### src/hw/rtl/dll_pkg.sv
// ----------------------------------------------------------------------------
// dll_pkg
// Shared types and constants for the indexed list block: command and status
// codes, the cell operation word and the controller states.
// ----------------------------------------------------------------------------
package dll_pkg;

  localparam int unsigned DATA_W    = 32;
  localparam int unsigned CMD_W     = 3;
  localparam int unsigned POS_W     = 5;
  localparam int unsigned STATUS_W  = 3;
  localparam int unsigned FIDX_W    = 4;
  localparam int unsigned LEN_W     = 5;
  // index width that covers the largest supported list depth
  localparam int unsigned IDX_W_MAX = 6;

  typedef enum logic [CMD_W-1:0] {
    CMD_INS_FRONT = 3'd0,
    CMD_INS_BACK  = 3'd1,
    CMD_INS_AT    = 3'd2,
    CMD_DEL_FRONT = 3'd3,
    CMD_DEL_BACK  = 3'd4,
    CMD_DEL_AT    = 3'd5,
    CMD_SEARCH    = 3'd6,
    CMD_DISPLAY   = 3'd7
  } cmd_e;

  typedef enum logic [STATUS_W-1:0] {
    STS_OK     = 3'd0,
    STS_EMPTY  = 3'd1,
    STS_BADIDX = 3'd2,
    STS_FULL   = 3'd3,
    STS_NOFIND = 3'd4
  } status_e;

  typedef enum logic [1:0] {
    OP_HOLD   = 2'd0,
    OP_INSERT = 2'd1,
    OP_DELETE = 2'd2,
    OP_ROTATE = 2'd3
  } cell_cmd_e;

  typedef struct packed {
    cell_cmd_e                 cmd;
    logic [IDX_W_MAX-1:0]      pos;
    logic [IDX_W_MAX-1:0]      wrap;
    logic signed [DATA_W-1:0]  value;
  } cell_op_t;

  typedef enum logic {
    ST_IDLE = 1'b0,
    ST_SCAN = 1'b1
  } state_e;

endpackage

### src/hw/rtl/indexed_list_insert_delete_search_top.sv
// ----------------------------------------------------------------------------
// indexed_list_insert_delete_search_top
// Ordered list of signed words held in a row of shifting cells, with insert,
// delete, search and display commands.
// ----------------------------------------------------------------------------
// Insert and delete: the registered result follows in the cycle after
//   acceptance, one command per cycle while the result side keeps up.
// Search and display: the cell row rotates once, one cell per cycle while
//   the result side keeps up; display emits one word per cell, search a single
//   word at the end of the rotation. An empty list gets STS_EMPTY with no scan.
// Reset clears the element count and the control state; cells are not reset.
// ----------------------------------------------------------------------------
module indexed_list_insert_delete_search_top #(
  parameter int unsigned DEPTH = 16
) (
  input  logic                                 clk_i,
  input  logic                                 rst_ni,
  input  logic                                 in_valid_i,
  output logic                                 in_stall_o,
  input  logic [dll_pkg::CMD_W-1:0]            cmd_i,
  input  logic signed [dll_pkg::DATA_W-1:0]    value_i,
  input  logic [dll_pkg::POS_W-1:0]            position_i,
  output logic                                 out_valid_o,
  input  logic                                 out_stall_i,
  output logic [dll_pkg::STATUS_W-1:0]         status_o,
  output logic [dll_pkg::FIDX_W-1:0]           found_index_o,
  output logic signed [dll_pkg::DATA_W-1:0]    element_o,
  output logic [dll_pkg::LEN_W-1:0]            length_o,
  output logic                                 last_o
);

  localparam int unsigned IW    = $clog2(DEPTH);
  localparam int unsigned CW    = $clog2(DEPTH + 1);
  localparam int unsigned CMP_W = (CW > dll_pkg::POS_W) ? CW : dll_pkg::POS_W;

  dll_pkg::state_e   state_q, state_d;
  logic [CW-1:0]     count_q, count_d;
  logic [IW-1:0]     step_q, step_d;
  logic signed [dll_pkg::DATA_W-1:0] key_q, key_d;
  logic              disp_q, disp_d;
  logic              found_q, found_d;
  logic [IW-1:0]     fidx_q, fidx_d;

  logic                                out_valid_q;
  logic [dll_pkg::STATUS_W-1:0]        status_q, status_d;
  logic [dll_pkg::FIDX_W-1:0]          fidx_out_q, fidx_out_d;
  logic signed [dll_pkg::DATA_W-1:0]   element_q, element_d;
  logic [dll_pkg::LEN_W-1:0]           length_q, length_d;
  logic                                last_q, last_d;
  logic                                out_load;

  dll_pkg::cell_op_t op;
  dll_pkg::cmd_e     cmd;
  logic              out_free;
  logic              accept;
  logic [CMP_W-1:0]  pos_ext, cnt_ext, ins_pos, del_pos;
  logic [CW-1:0]     count_m1;
  logic              scan_last;
  logic              head_hit;
  logic signed [dll_pkg::DATA_W-1:0] cell_val [DEPTH];

  assign cmd      = dll_pkg::cmd_e'(cmd_i);
  assign out_free = !out_valid_q || !out_stall_i;
  assign accept   = in_valid_i && !in_stall_o;
  assign pos_ext  = CMP_W'(position_i);
  assign cnt_ext  = CMP_W'(count_q);
  assign count_m1 = count_q - CW'(1);
  assign scan_last = (CW'(step_q) == count_m1);
  assign head_hit = (cell_val[0] == key_q);

  always_comb begin
    case (cmd)
      dll_pkg::CMD_INS_FRONT: ins_pos = '0;
      dll_pkg::CMD_INS_BACK:  ins_pos = cnt_ext;
      default:                ins_pos = pos_ext;
    endcase
    case (cmd)
      dll_pkg::CMD_DEL_FRONT: del_pos = '0;
      dll_pkg::CMD_DEL_BACK:  del_pos = cnt_ext - CMP_W'(1);
      default:                del_pos = pos_ext;
    endcase
  end

  always_comb begin
    state_d    = state_q;
    count_d    = count_q;
    step_d     = step_q;
    key_d      = key_q;
    disp_d     = disp_q;
    found_d    = found_q;
    fidx_d     = fidx_q;
    op.cmd     = dll_pkg::OP_HOLD;
    op.pos     = '0;
    op.wrap    = dll_pkg::IDX_W_MAX'(count_m1);
    op.value   = value_i;
    out_load   = 1'b0;
    status_d   = dll_pkg::STS_OK;
    fidx_out_d = '0;
    element_d  = '0;
    length_d   = dll_pkg::LEN_W'(count_q);
    last_d     = 1'b1;
    in_stall_o = 1'b1;
    case (state_q)
      dll_pkg::ST_IDLE: begin
        in_stall_o = !out_free;
        if (in_valid_i && out_free) begin
          out_load = 1'b1;
          case (cmd) inside
            dll_pkg::CMD_INS_FRONT, dll_pkg::CMD_INS_BACK, dll_pkg::CMD_INS_AT: begin
              if (ins_pos > cnt_ext) begin
                status_d = dll_pkg::STS_BADIDX;
              end else if (count_q == CW'(DEPTH)) begin
                status_d = dll_pkg::STS_FULL;
              end else begin
                op.cmd   = dll_pkg::OP_INSERT;
                op.pos   = dll_pkg::IDX_W_MAX'(ins_pos);
                count_d  = count_q + CW'(1);
                length_d = dll_pkg::LEN_W'(count_d);
              end
            end
            dll_pkg::CMD_DEL_FRONT, dll_pkg::CMD_DEL_BACK, dll_pkg::CMD_DEL_AT: begin
              if (count_q == '0) begin
                status_d = dll_pkg::STS_EMPTY;
              end else if (del_pos >= cnt_ext) begin
                status_d = dll_pkg::STS_BADIDX;
              end else begin
                op.cmd   = dll_pkg::OP_DELETE;
                op.pos   = dll_pkg::IDX_W_MAX'(del_pos);
                count_d  = count_m1;
                length_d = dll_pkg::LEN_W'(count_d);
              end
            end
            default: begin
              if (count_q == '0) begin
                status_d = dll_pkg::STS_EMPTY;
              end else begin
                out_load = 1'b0;
                state_d  = dll_pkg::ST_SCAN;
                step_d   = '0;
                key_d    = value_i;
                disp_d   = (cmd == dll_pkg::CMD_DISPLAY);
                found_d  = 1'b0;
                fidx_d   = '0;
              end
            end
          endcase
        end
      end
      dll_pkg::ST_SCAN: begin
        if (out_free) begin
          op.cmd = dll_pkg::OP_ROTATE;
          step_d = step_q + IW'(1);
          if (!found_q && head_hit) begin
            found_d = 1'b1;
            fidx_d  = step_q;
          end
          if (disp_q) begin
            out_load   = 1'b1;
            fidx_out_d = dll_pkg::FIDX_W'(step_q);
            element_d  = cell_val[0];
            last_d     = scan_last;
          end else if (scan_last) begin
            out_load = 1'b1;
            if (found_q) begin
              fidx_out_d = dll_pkg::FIDX_W'(fidx_q);
            end else if (head_hit) begin
              fidx_out_d = dll_pkg::FIDX_W'(step_q);
            end else begin
              status_d = dll_pkg::STS_NOFIND;
            end
          end
          if (scan_last) begin
            state_d = dll_pkg::ST_IDLE;
          end
        end
      end
      default: state_d = dll_pkg::ST_IDLE;
    endcase
  end

  always_ff @(posedge clk_i or negedge rst_ni) begin
    if (!rst_ni) begin
      state_q     <= dll_pkg::ST_IDLE;
      count_q     <= '0;
      step_q      <= '0;
      disp_q      <= 1'b0;
      found_q     <= 1'b0;
      out_valid_q <= 1'b0;
    end else begin
      state_q     <= state_d;
      count_q     <= count_d;
      step_q      <= step_d;
      disp_q      <= disp_d;
      found_q     <= found_d;
      out_valid_q <= out_load || (out_valid_q && out_stall_i);
    end
  end

  always_ff @(posedge clk_i) begin
    key_q  <= key_d;
    fidx_q <= fidx_d;
    if (out_load) begin
      status_q   <= status_d;
      fidx_out_q <= fidx_out_d;
      element_q  <= element_d;
      length_q   <= length_d;
      last_q     <= last_d;
    end
  end

  for (genvar g = 0; g < DEPTH; g++) begin : g_cell
    logic signed [dll_pkg::DATA_W-1:0] left, right;
    if (g == 0) begin : g_first
      assign left = op.value;
    end else begin : g_mid_l
      assign left = cell_val[g-1];
    end
    if (g == DEPTH - 1) begin : g_end
      assign right = cell_val[g];
    end else begin : g_mid_r
      assign right = cell_val[g+1];
    end
    dll_cell #(
      .IDX(g)
    ) u_cell (
      .clk_i  (clk_i),
      .op_i   (op),
      .left_i (left),
      .right_i(right),
      .head_i (cell_val[0]),
      .value_o(cell_val[g])
    );
  end

  assign out_valid_o   = out_valid_q;
  assign status_o      = status_q;
  assign found_index_o = fidx_out_q;
  assign element_o     = element_q;
  assign length_o      = length_q;
  assign last_o        = last_q;

  a_count_bound: assert property (@(posedge clk_i) disable iff (!rst_ni)
    count_q <= CW'(DEPTH))
    else $error("element count above depth");

  a_count_step: assert property (@(posedge clk_i) disable iff (!rst_ni)
    ##1 (count_q == $past(count_q) || count_q == $past(count_q) + CW'(1) ||
         count_q == $past(count_q) - CW'(1)))
    else $error("element count moved by more than one");

  a_scan_range: assert property (@(posedge clk_i) disable iff (!rst_ni)
    state_q == dll_pkg::ST_SCAN |-> (CW'(step_q) < count_q))
    else $error("scan step past list end");

  a_scan_count: assert property (@(posedge clk_i) disable iff (!rst_ni)
    state_q == dll_pkg::ST_SCAN |=> $stable(count_q))
    else $error("element count changed during scan");

  a_no_accept_scan: assert property (@(posedge clk_i) disable iff (!rst_ni)
    state_q == dll_pkg::ST_SCAN && !scan_last |=> !accept)
    else $error("word accepted in the middle of a scan");

endmodule

### src/hw/rtl/dll_cell.sv
// ----------------------------------------------------------------------------
// dll_cell
// One list cell: holds one element and, on insert, delete or rotate, takes
// a neighbor's, the new or the head element, as the broadcast op word selects.
// ----------------------------------------------------------------------------
module dll_cell #(
  parameter int unsigned IDX = 0
) (
  input  logic                                clk_i,
  input  dll_pkg::cell_op_t                   op_i,
  input  logic signed [dll_pkg::DATA_W-1:0]   left_i,
  input  logic signed [dll_pkg::DATA_W-1:0]   right_i,
  input  logic signed [dll_pkg::DATA_W-1:0]   head_i,
  output logic signed [dll_pkg::DATA_W-1:0]   value_o
);

  localparam logic [dll_pkg::IDX_W_MAX-1:0] MyIdx = dll_pkg::IDX_W_MAX'(IDX);

  logic signed [dll_pkg::DATA_W-1:0] value_q;
  logic signed [dll_pkg::DATA_W-1:0] value_d;

  always_comb begin
    value_d = value_q;
    case (op_i.cmd)
      dll_pkg::OP_INSERT: begin
        if (MyIdx > op_i.pos) begin
          value_d = left_i;
        end else if (MyIdx == op_i.pos) begin
          value_d = op_i.value;
        end
      end
      dll_pkg::OP_DELETE: begin
        if (MyIdx >= op_i.pos) begin
          value_d = right_i;
        end
      end
      dll_pkg::OP_ROTATE: begin
        if (MyIdx == op_i.wrap) begin
          value_d = head_i;
        end else if (MyIdx < op_i.wrap) begin
          value_d = right_i;
        end
      end
      default: value_d = value_q;
    endcase
  end

  always_ff @(posedge clk_i) begin
    value_q <= value_d;
  end

  assign value_o = value_q;

endmodule
### config.mk
export PLATFORM = sky130hd
export DESIGN_NAME = indexed_list_insert_delete_search_top
export DESIGN_NICKNAME = d
export VERILOG_FILES = /design/src/hw/rtl/dll_pkg.sv /design/src/hw/rtl/indexed_list_insert_delete_search_top.sv /design/src/hw/rtl/dll_cell.sv
export SDC_FILE = /design/constraint.sdc
export NUM_CORES = 2
export LEC_CHECK = 0
export BUFFER_PORTS_ARGS = -buffer_cell sky130_fd_sc_hd__buf_4
export CAP_MARGIN = 10
export CELL_PAD_IN_SITES_DETAIL_PLACEMENT = 0
export CELL_PAD_IN_SITES_GLOBAL_PLACEMENT = 1
export CORE_MARGIN = 4
export CORE_UTILIZATION = 48
export CTS_BUF_LIST = sky130_fd_sc_hd__clkbuf_4
export DETAILED_ROUTE_END_ITERATION = 6
export PLACE_DENSITY_LB_ADDON = 0.1
export SYNTH_ARGS = -nofsm -noshare
export SYNTH_HDL_FRONTEND = slang
export SYNTH_HIERARCHICAL = 1
export SYNTH_SLANG_ARGS = --single-unit
### constraint.sdc
create_clock -name clk_i -period 8.55 [get_ports clk_i]
set_input_delay 1.2825 -clock clk_i [delete_from_list [all_inputs] [get_ports clk_i]]
set_output_delay 1.2825 -clock clk_i [all_outputs]
set_load 0.02 [all_outputs]
### After elaboration in Yosys (flattened, before gate mapping)

Index checks and enable logic that the tools add are counted.

* bits in registers: 606
* input port bits: 44
* output and inout port bits: 47
* word-level logic and storage cells: 382

* add/sub/neg operators: 3
* magnitude comparators: 48
* equality and inequality tests: 96
* mux-type cells: 164
* bitwise logic cells: 4
* reduce and logical (&&, ||, !) cells: 38

Operators with widths (number)
* $mux W32: 78
* $pmux W32 S3: 15
* $ne A3 B1 Y1 const B: 30
* $pmux W32 S2: 1
* $reduce_and A4 Y1: 14
* $eq A4 B6 Y1 const A: 8
* $gt A4 B6 Y1 const A: 8
* $mux W4: 11
* $ge A4 B6 Y1 const A: 7
* $eq A4 B5 Y1 const A: 8
* $mux W5: 8
* $mux W8: 5
* $ne A2 B1 Y1 const B: 19
* $lt A4 B5 Y1 const A: 7
* $eq A32 B32 Y1: 1
* $eq A3 B6 Y1 const A: 4
* $ge A3 B6 Y1 const A: 4
* $gt A3 B6 Y1 const A: 4
* $mux W1: 21
* $mux W3: 7
* $eq A3 B5 Y1 const A: 4
* $lt A3 B5 Y1 const A: 4
* $pmux W5 S2: 2
* $pmux W4 S2: 2
* other kinds (43): 81

### Logic depth before layout (Yosys ltp)

* depth after elaboration: 13
* gate-level depth with buffers: 19
* mapped depth without buffers: 15

### Modules after synthesis

Netlist, hierarchy kept.

Modules (own cells, without submodules)
* indexed_list_insert_delete_search_top: instances 1, cells an instance 367, area an instance 4580.6 um^2, seq. area each 2757.6 um^2
* dll_cell (g_cell[9].u_cell): instances 1, cells an instance 198, area an instance 2314.7 um^2, seq. area each 960.9 um^2
* dll_cell (g_cell[8].u_cell): instances 1, cells an instance 238, area an instance 2279.7 um^2, seq. area each 960.9 um^2
* dll_cell (g_cell[13].u_cell): instances 1, cells an instance 244, area an instance 2274.7 um^2, seq. area each 960.9 um^2
* dll_cell (g_cell[4].u_cell): instances 1, cells an instance 216, area an instance 2253.4 um^2, seq. area each 960.9 um^2
* dll_cell (g_cell[2].u_cell): instances 1, cells an instance 239, area an instance 2249.7 um^2, seq. area each 960.9 um^2
* dll_cell (g_cell[10].u_cell): instances 1, cells an instance 187, area an instance 2225.9 um^2, seq. area each 960.9 um^2
* dll_cell (g_cell[3].u_cell): instances 1, cells an instance 236, area an instance 2199.6 um^2, seq. area each 960.9 um^2
* dll_cell (g_cell[12].u_cell): instances 1, cells an instance 190, area an instance 2197.1 um^2, seq. area each 960.9 um^2
* dll_cell (g_cell[7].u_cell): instances 1, cells an instance 189, area an instance 2129.5 um^2, seq. area each 960.9 um^2
* dll_cell (g_cell[6].u_cell): instances 1, cells an instance 231, area an instance 2094.5 um^2, seq. area each 960.9 um^2
* dll_cell (g_cell[14].u_cell): instances 1, cells an instance 231, area an instance 2089.5 um^2, seq. area each 960.9 um^2
* dll_cell (g_cell[15].u_cell): instances 1, cells an instance 187, area an instance 2058.2 um^2, seq. area each 960.9 um^2
* dll_cell (g_cell[5].u_cell): instances 1, cells an instance 154, area an instance 2055.7 um^2, seq. area each 960.9 um^2
* +3 rows

### Least setup slack after synthesis

Ideal clock, no wire load.

* path kind: reg2reg
* start point: register count_q[0], in the netlist cnt_ext[0]
* end point: register g_cell[8].u_cell.value_q (netlist bit g_cell[8].u_cell/value_o[0]), enable pin
* library setup time: 466 ps
* arrival time: 8128 ps
* required time: 8084 ps
* path slack: -44 ps
* cell stages (with the launch flop): 17
* buffers on the path: 3
* clock period less this slack: 8594 ps
* cell sequence: dfrtp_1 buf_4 inv_1 ha_1 buf_4 xor2_1 nor2b_1 nor3_1 ha_1 a21oi_1 o21ai_1 a31o_2 or4_1 nand2_1 clkbuf_1 a21oi_1 o21ai_0

RTL lines
* from (decl): RTL line indexed_list_insert_delete_search_top.sv:37 `logic [CW-1:0] count_q, count_d;`
* from (signal assigned): RTL line indexed_list_insert_delete_search_top.sv:191 `count_q <= count_d;`
* to (signal assigned): RTL line dll_cell.sv:49 `value_q <= value_d;`
* to (decl): RTL line dll_cell.sv:19 `logic signed [dll_pkg::DATA_W-1:0] value_q;`

==> impl_results.md <==
* Highest Clock Rate at 154 MHz
* Area of the multi-input gates at 18500 um^2
* Number of synthesis warnings at 6
* Clock insertion delay at the later pin of the skew report at 1.07 ns
* DP Area at 40000 um^2
* Number of synthesized register bits at 606
* Proportion of synthesized flip-flops having asynchronous set or reset at 2.15%
* Endpoints failing setup at 0
* Violations in the final reports: DRC
* Congestion Overflow GR at 0
* Post-CTS Resized at 0
* Post-layout minimum cycle time at 6.51 ns
* Most used flip-flop cell after synthesis: edfxtp_1
* Gr usage total at 36.8%
* Total power after layout at 0.0190 W
* Ratio of cells with drive above 1 in the final layout at 18.4%
* Post-Route Skew at 0.0637 ns
* Synthesized netlist cell count at 3672
* Register cell area after layout at 18100 um^2
* Post-route cell area at 42300 um^2
* Register clock-pin slew on the reported worst setup and hold paths at 0.07 ns
* Summed instance area of the synthesized netlist at 38800 um^2
* Number of nets in the final layout at 3797
* Number of global-route vias before repair at 33.9k
* Worst setup path category: reg -> reg
* Transition at the pin with the smallest max-transition slack at 1.30 ns
* Via-per-instance ratio at 7.17
* Syn-to-layout area delta at 9.15%
* Final Max Tran Viols at 0
* Count of buffers added by post-CTS timing repair for setup at 0
* Min Hold Slack at 0.532 ns
* I/O pins at 91
* Final worst slack at 2.04 ns
* TritonCTS clock tree: yes
* Via count of the routed design at 35.3k
* Sequential cell area fraction in the yosys report at 46.7%
* CTS sink count at 606
* Worst supply voltage drop on vdd at 0.000250 V
* Wire length after detailed routing at 163000 um
* Number of maximum-capacitance violations at 0
* Die height at 292 um
* GP Congestion at 0.936
* DRT iter0 DRCs at 5362
* Min-Delay Path Class: reg -> reg
* Depth of the CTS H-tree at 4
* Largest net degree at the start of global routing at 151
* Worst Path Arrival at 7.34 ns
* Leakage power total at 14.6 nW
* Number of synthesized flops with an enable pin at 593
* Critical-path maximum fanout at 32
* Kind of start point of the critical path: flop
* Core region area at 79500 um^2
* Status: complete, but fails checks
* Worst setup EP type: flop
* HPWL Detailed at 98000 um
* Standard-cell rows at 103
* Power density of the placed cells at 449 nW/um^2
* Commonest cells after routing, fill and taps aside: edfxtp_1 (593), clkbuf_4 (253), nand3_1 (247)
* Buffers on Ports at 90
* Drt drc at 2
* Count of cell types in the netlist at 112
* Post-Place Worst Slack at 2.01 ns
* Data required time at the worst endpoint at 9.38 ns
* Setup TNS at 0 ns
* Initial core utilization at 48.8%
* Routed WL per cell at 33.2 um
* Share of the cycle needed by the critical path after routing at 76.1%
* Num CTS Buffers at 174
* Max transition margin at 13.5%
* Drt pass-1 iters at 7
* Fillers at 7066
* Wire length of the first global-routing pass at 236000 um
* Buffer type at the clock tree root: clkbuf_4
* Initial antenna violation count at 6
* X dimension of the die at 292 um
* Unrepaired setup endpoints after global routing: false
* Clock buffer depth at 3
* Leading cell type in the layout, fill and taps excluded: edfxtp_1
* Number of failing hold endpoints at the final stage at 0
* Number of nets with antenna violations after detailed routing at 0
* Area enclosed by the die boundary at 85400 um^2
* Post-synthesis average cell area at 10.6 um^2
[per-stage QoR]
step	std cells	utilization (%)
final	4919	53.3
after global routing	4910	53.2
after CTS	4903	53.1
after detailed placement	4608	50.3
after global placement	4608	50.3
after floorplan	3729	-
[final cells by class]
cell class	count	share of cell area, %
Sequential cell	606	42.8
Multi-Input combinational cell	2611	43.7
Antenna cell	11	0.0650
Timing Repair Buffer	214	4.07
Clock buffer	253	4.49
Clock inverter	41	0.626
Inverter	133	1.18
Tap cell	1050	3.10
[repair_timing]
action | in CTS | in global routing
setup endpoints to repair | 0 | 0
hold buffers | 1 | 0
hold endpoints to repair | 10 | 0
[worst paths after layout]
check | start | end | slack, ns | cells past startpoint
max | cnt_ext[0] | g_cell[13].u_cell/value_o[29] | 2.04 | 15
min | found_q | found_q | 0.53 | 1
max reg2reg | cnt_ext[0] | g_cell[13].u_cell/value_o[29] | 2.04 | 15
min reg2reg | found_q | found_q | 0.53 | 1
max in group asynchronous | rst_ni | step_q[2] | 7.74 | 2
min in group asynchronous | rst_ni | found_q | 0.64 | 2
[Yosys cell counts, types with 42 or more instances]
cell type,count,area [um^2]
edfxtp_1,593,17800
nand3_1,247,1240
nand2_1,224,841
o21ai_0,220,1100
mux2i_1,217,2170
clkbuf_1,193,724
o21ai_1,187,936
a32oi_1,151,1320
a21oi_1,150,751
a31oi_1,144,901
inv_1,127,477
buf_2,84,420
a22oi_1,83,623
and2_1,72,450
nand2b_1,69,432
nor2_1,68,255
a221o_1,63,631
o31a_1,62,543
a211oi_1,55,413
o221ai_1,48,420
buf_6,46,518
nand4_1,46,288
nor3_1,42,210
[sequential cells by signal, summed over array words and instances, names as in the netlist]
register	cells
g_cell.u_cell/value_o	512
cnt_ext	5
status_o	3
key_q	32
last_o	1
disp_q	1
element_o	32
found_index_o	4
length_o	5
found_q	1
fidx_q	4
step_q	4
state_q	1
out_valid_o	1
[routing by layer]
metal | up-vias | GRT usage (%) | part of all wire [%] | wire length [um]
met5 | - | 0 | 0.0080 | 13
met4 | 2 | 19.2 | 5.5 | 9030
met3 | 497 | 13.0 | 13 | 21800
met2 | 2751 | 51.6 | 42 | 68200
met1 | 17300 | 50.1 | 39 | 64100
li1 | 14700 | - | - | -
[power breakdown]
group,internal [W],switching [W],total [W]
clock network,0.00141,0.00136,0.00278
registers,0.00579,0.00127,0.00706
logic,0.00278,0.00641,0.00919
total,0.00998,0.00904,0.0190
[worst max-delay path: stages, from the launching register on]
cell and delay, ns:
dfrtp_1 0.54, inv_2 0.27, ha_1 0.46, or3b_4 0.47, nor2_4 0.19, nor2_1 0.10, a211oi_2 0.31, ha_1 0.32
a21o_1 0.20, a31o_2 0.27, or4_1 0.63, o22ai_2 0.68, buf_4 0.31, o211a_1 1.01, o21ai_0 0.22, a32oi_1 0.29
[logic make-up after synthesis]
logic type               Yosys count  synth area share, %
AND/OR/NAND/NOR                  888                 13.0
XOR/XNOR                          42                0.967
AO/OA/AOI/OAI                   1360                 25.4
other                              1              0.00967
flip-flops                       606                 46.7
adder cells (fa/ha/maj)           14                0.445
buffers and inverters            512                 6.92
multiplexers                     249                 6.53
(Power assumes the default switching activity.)
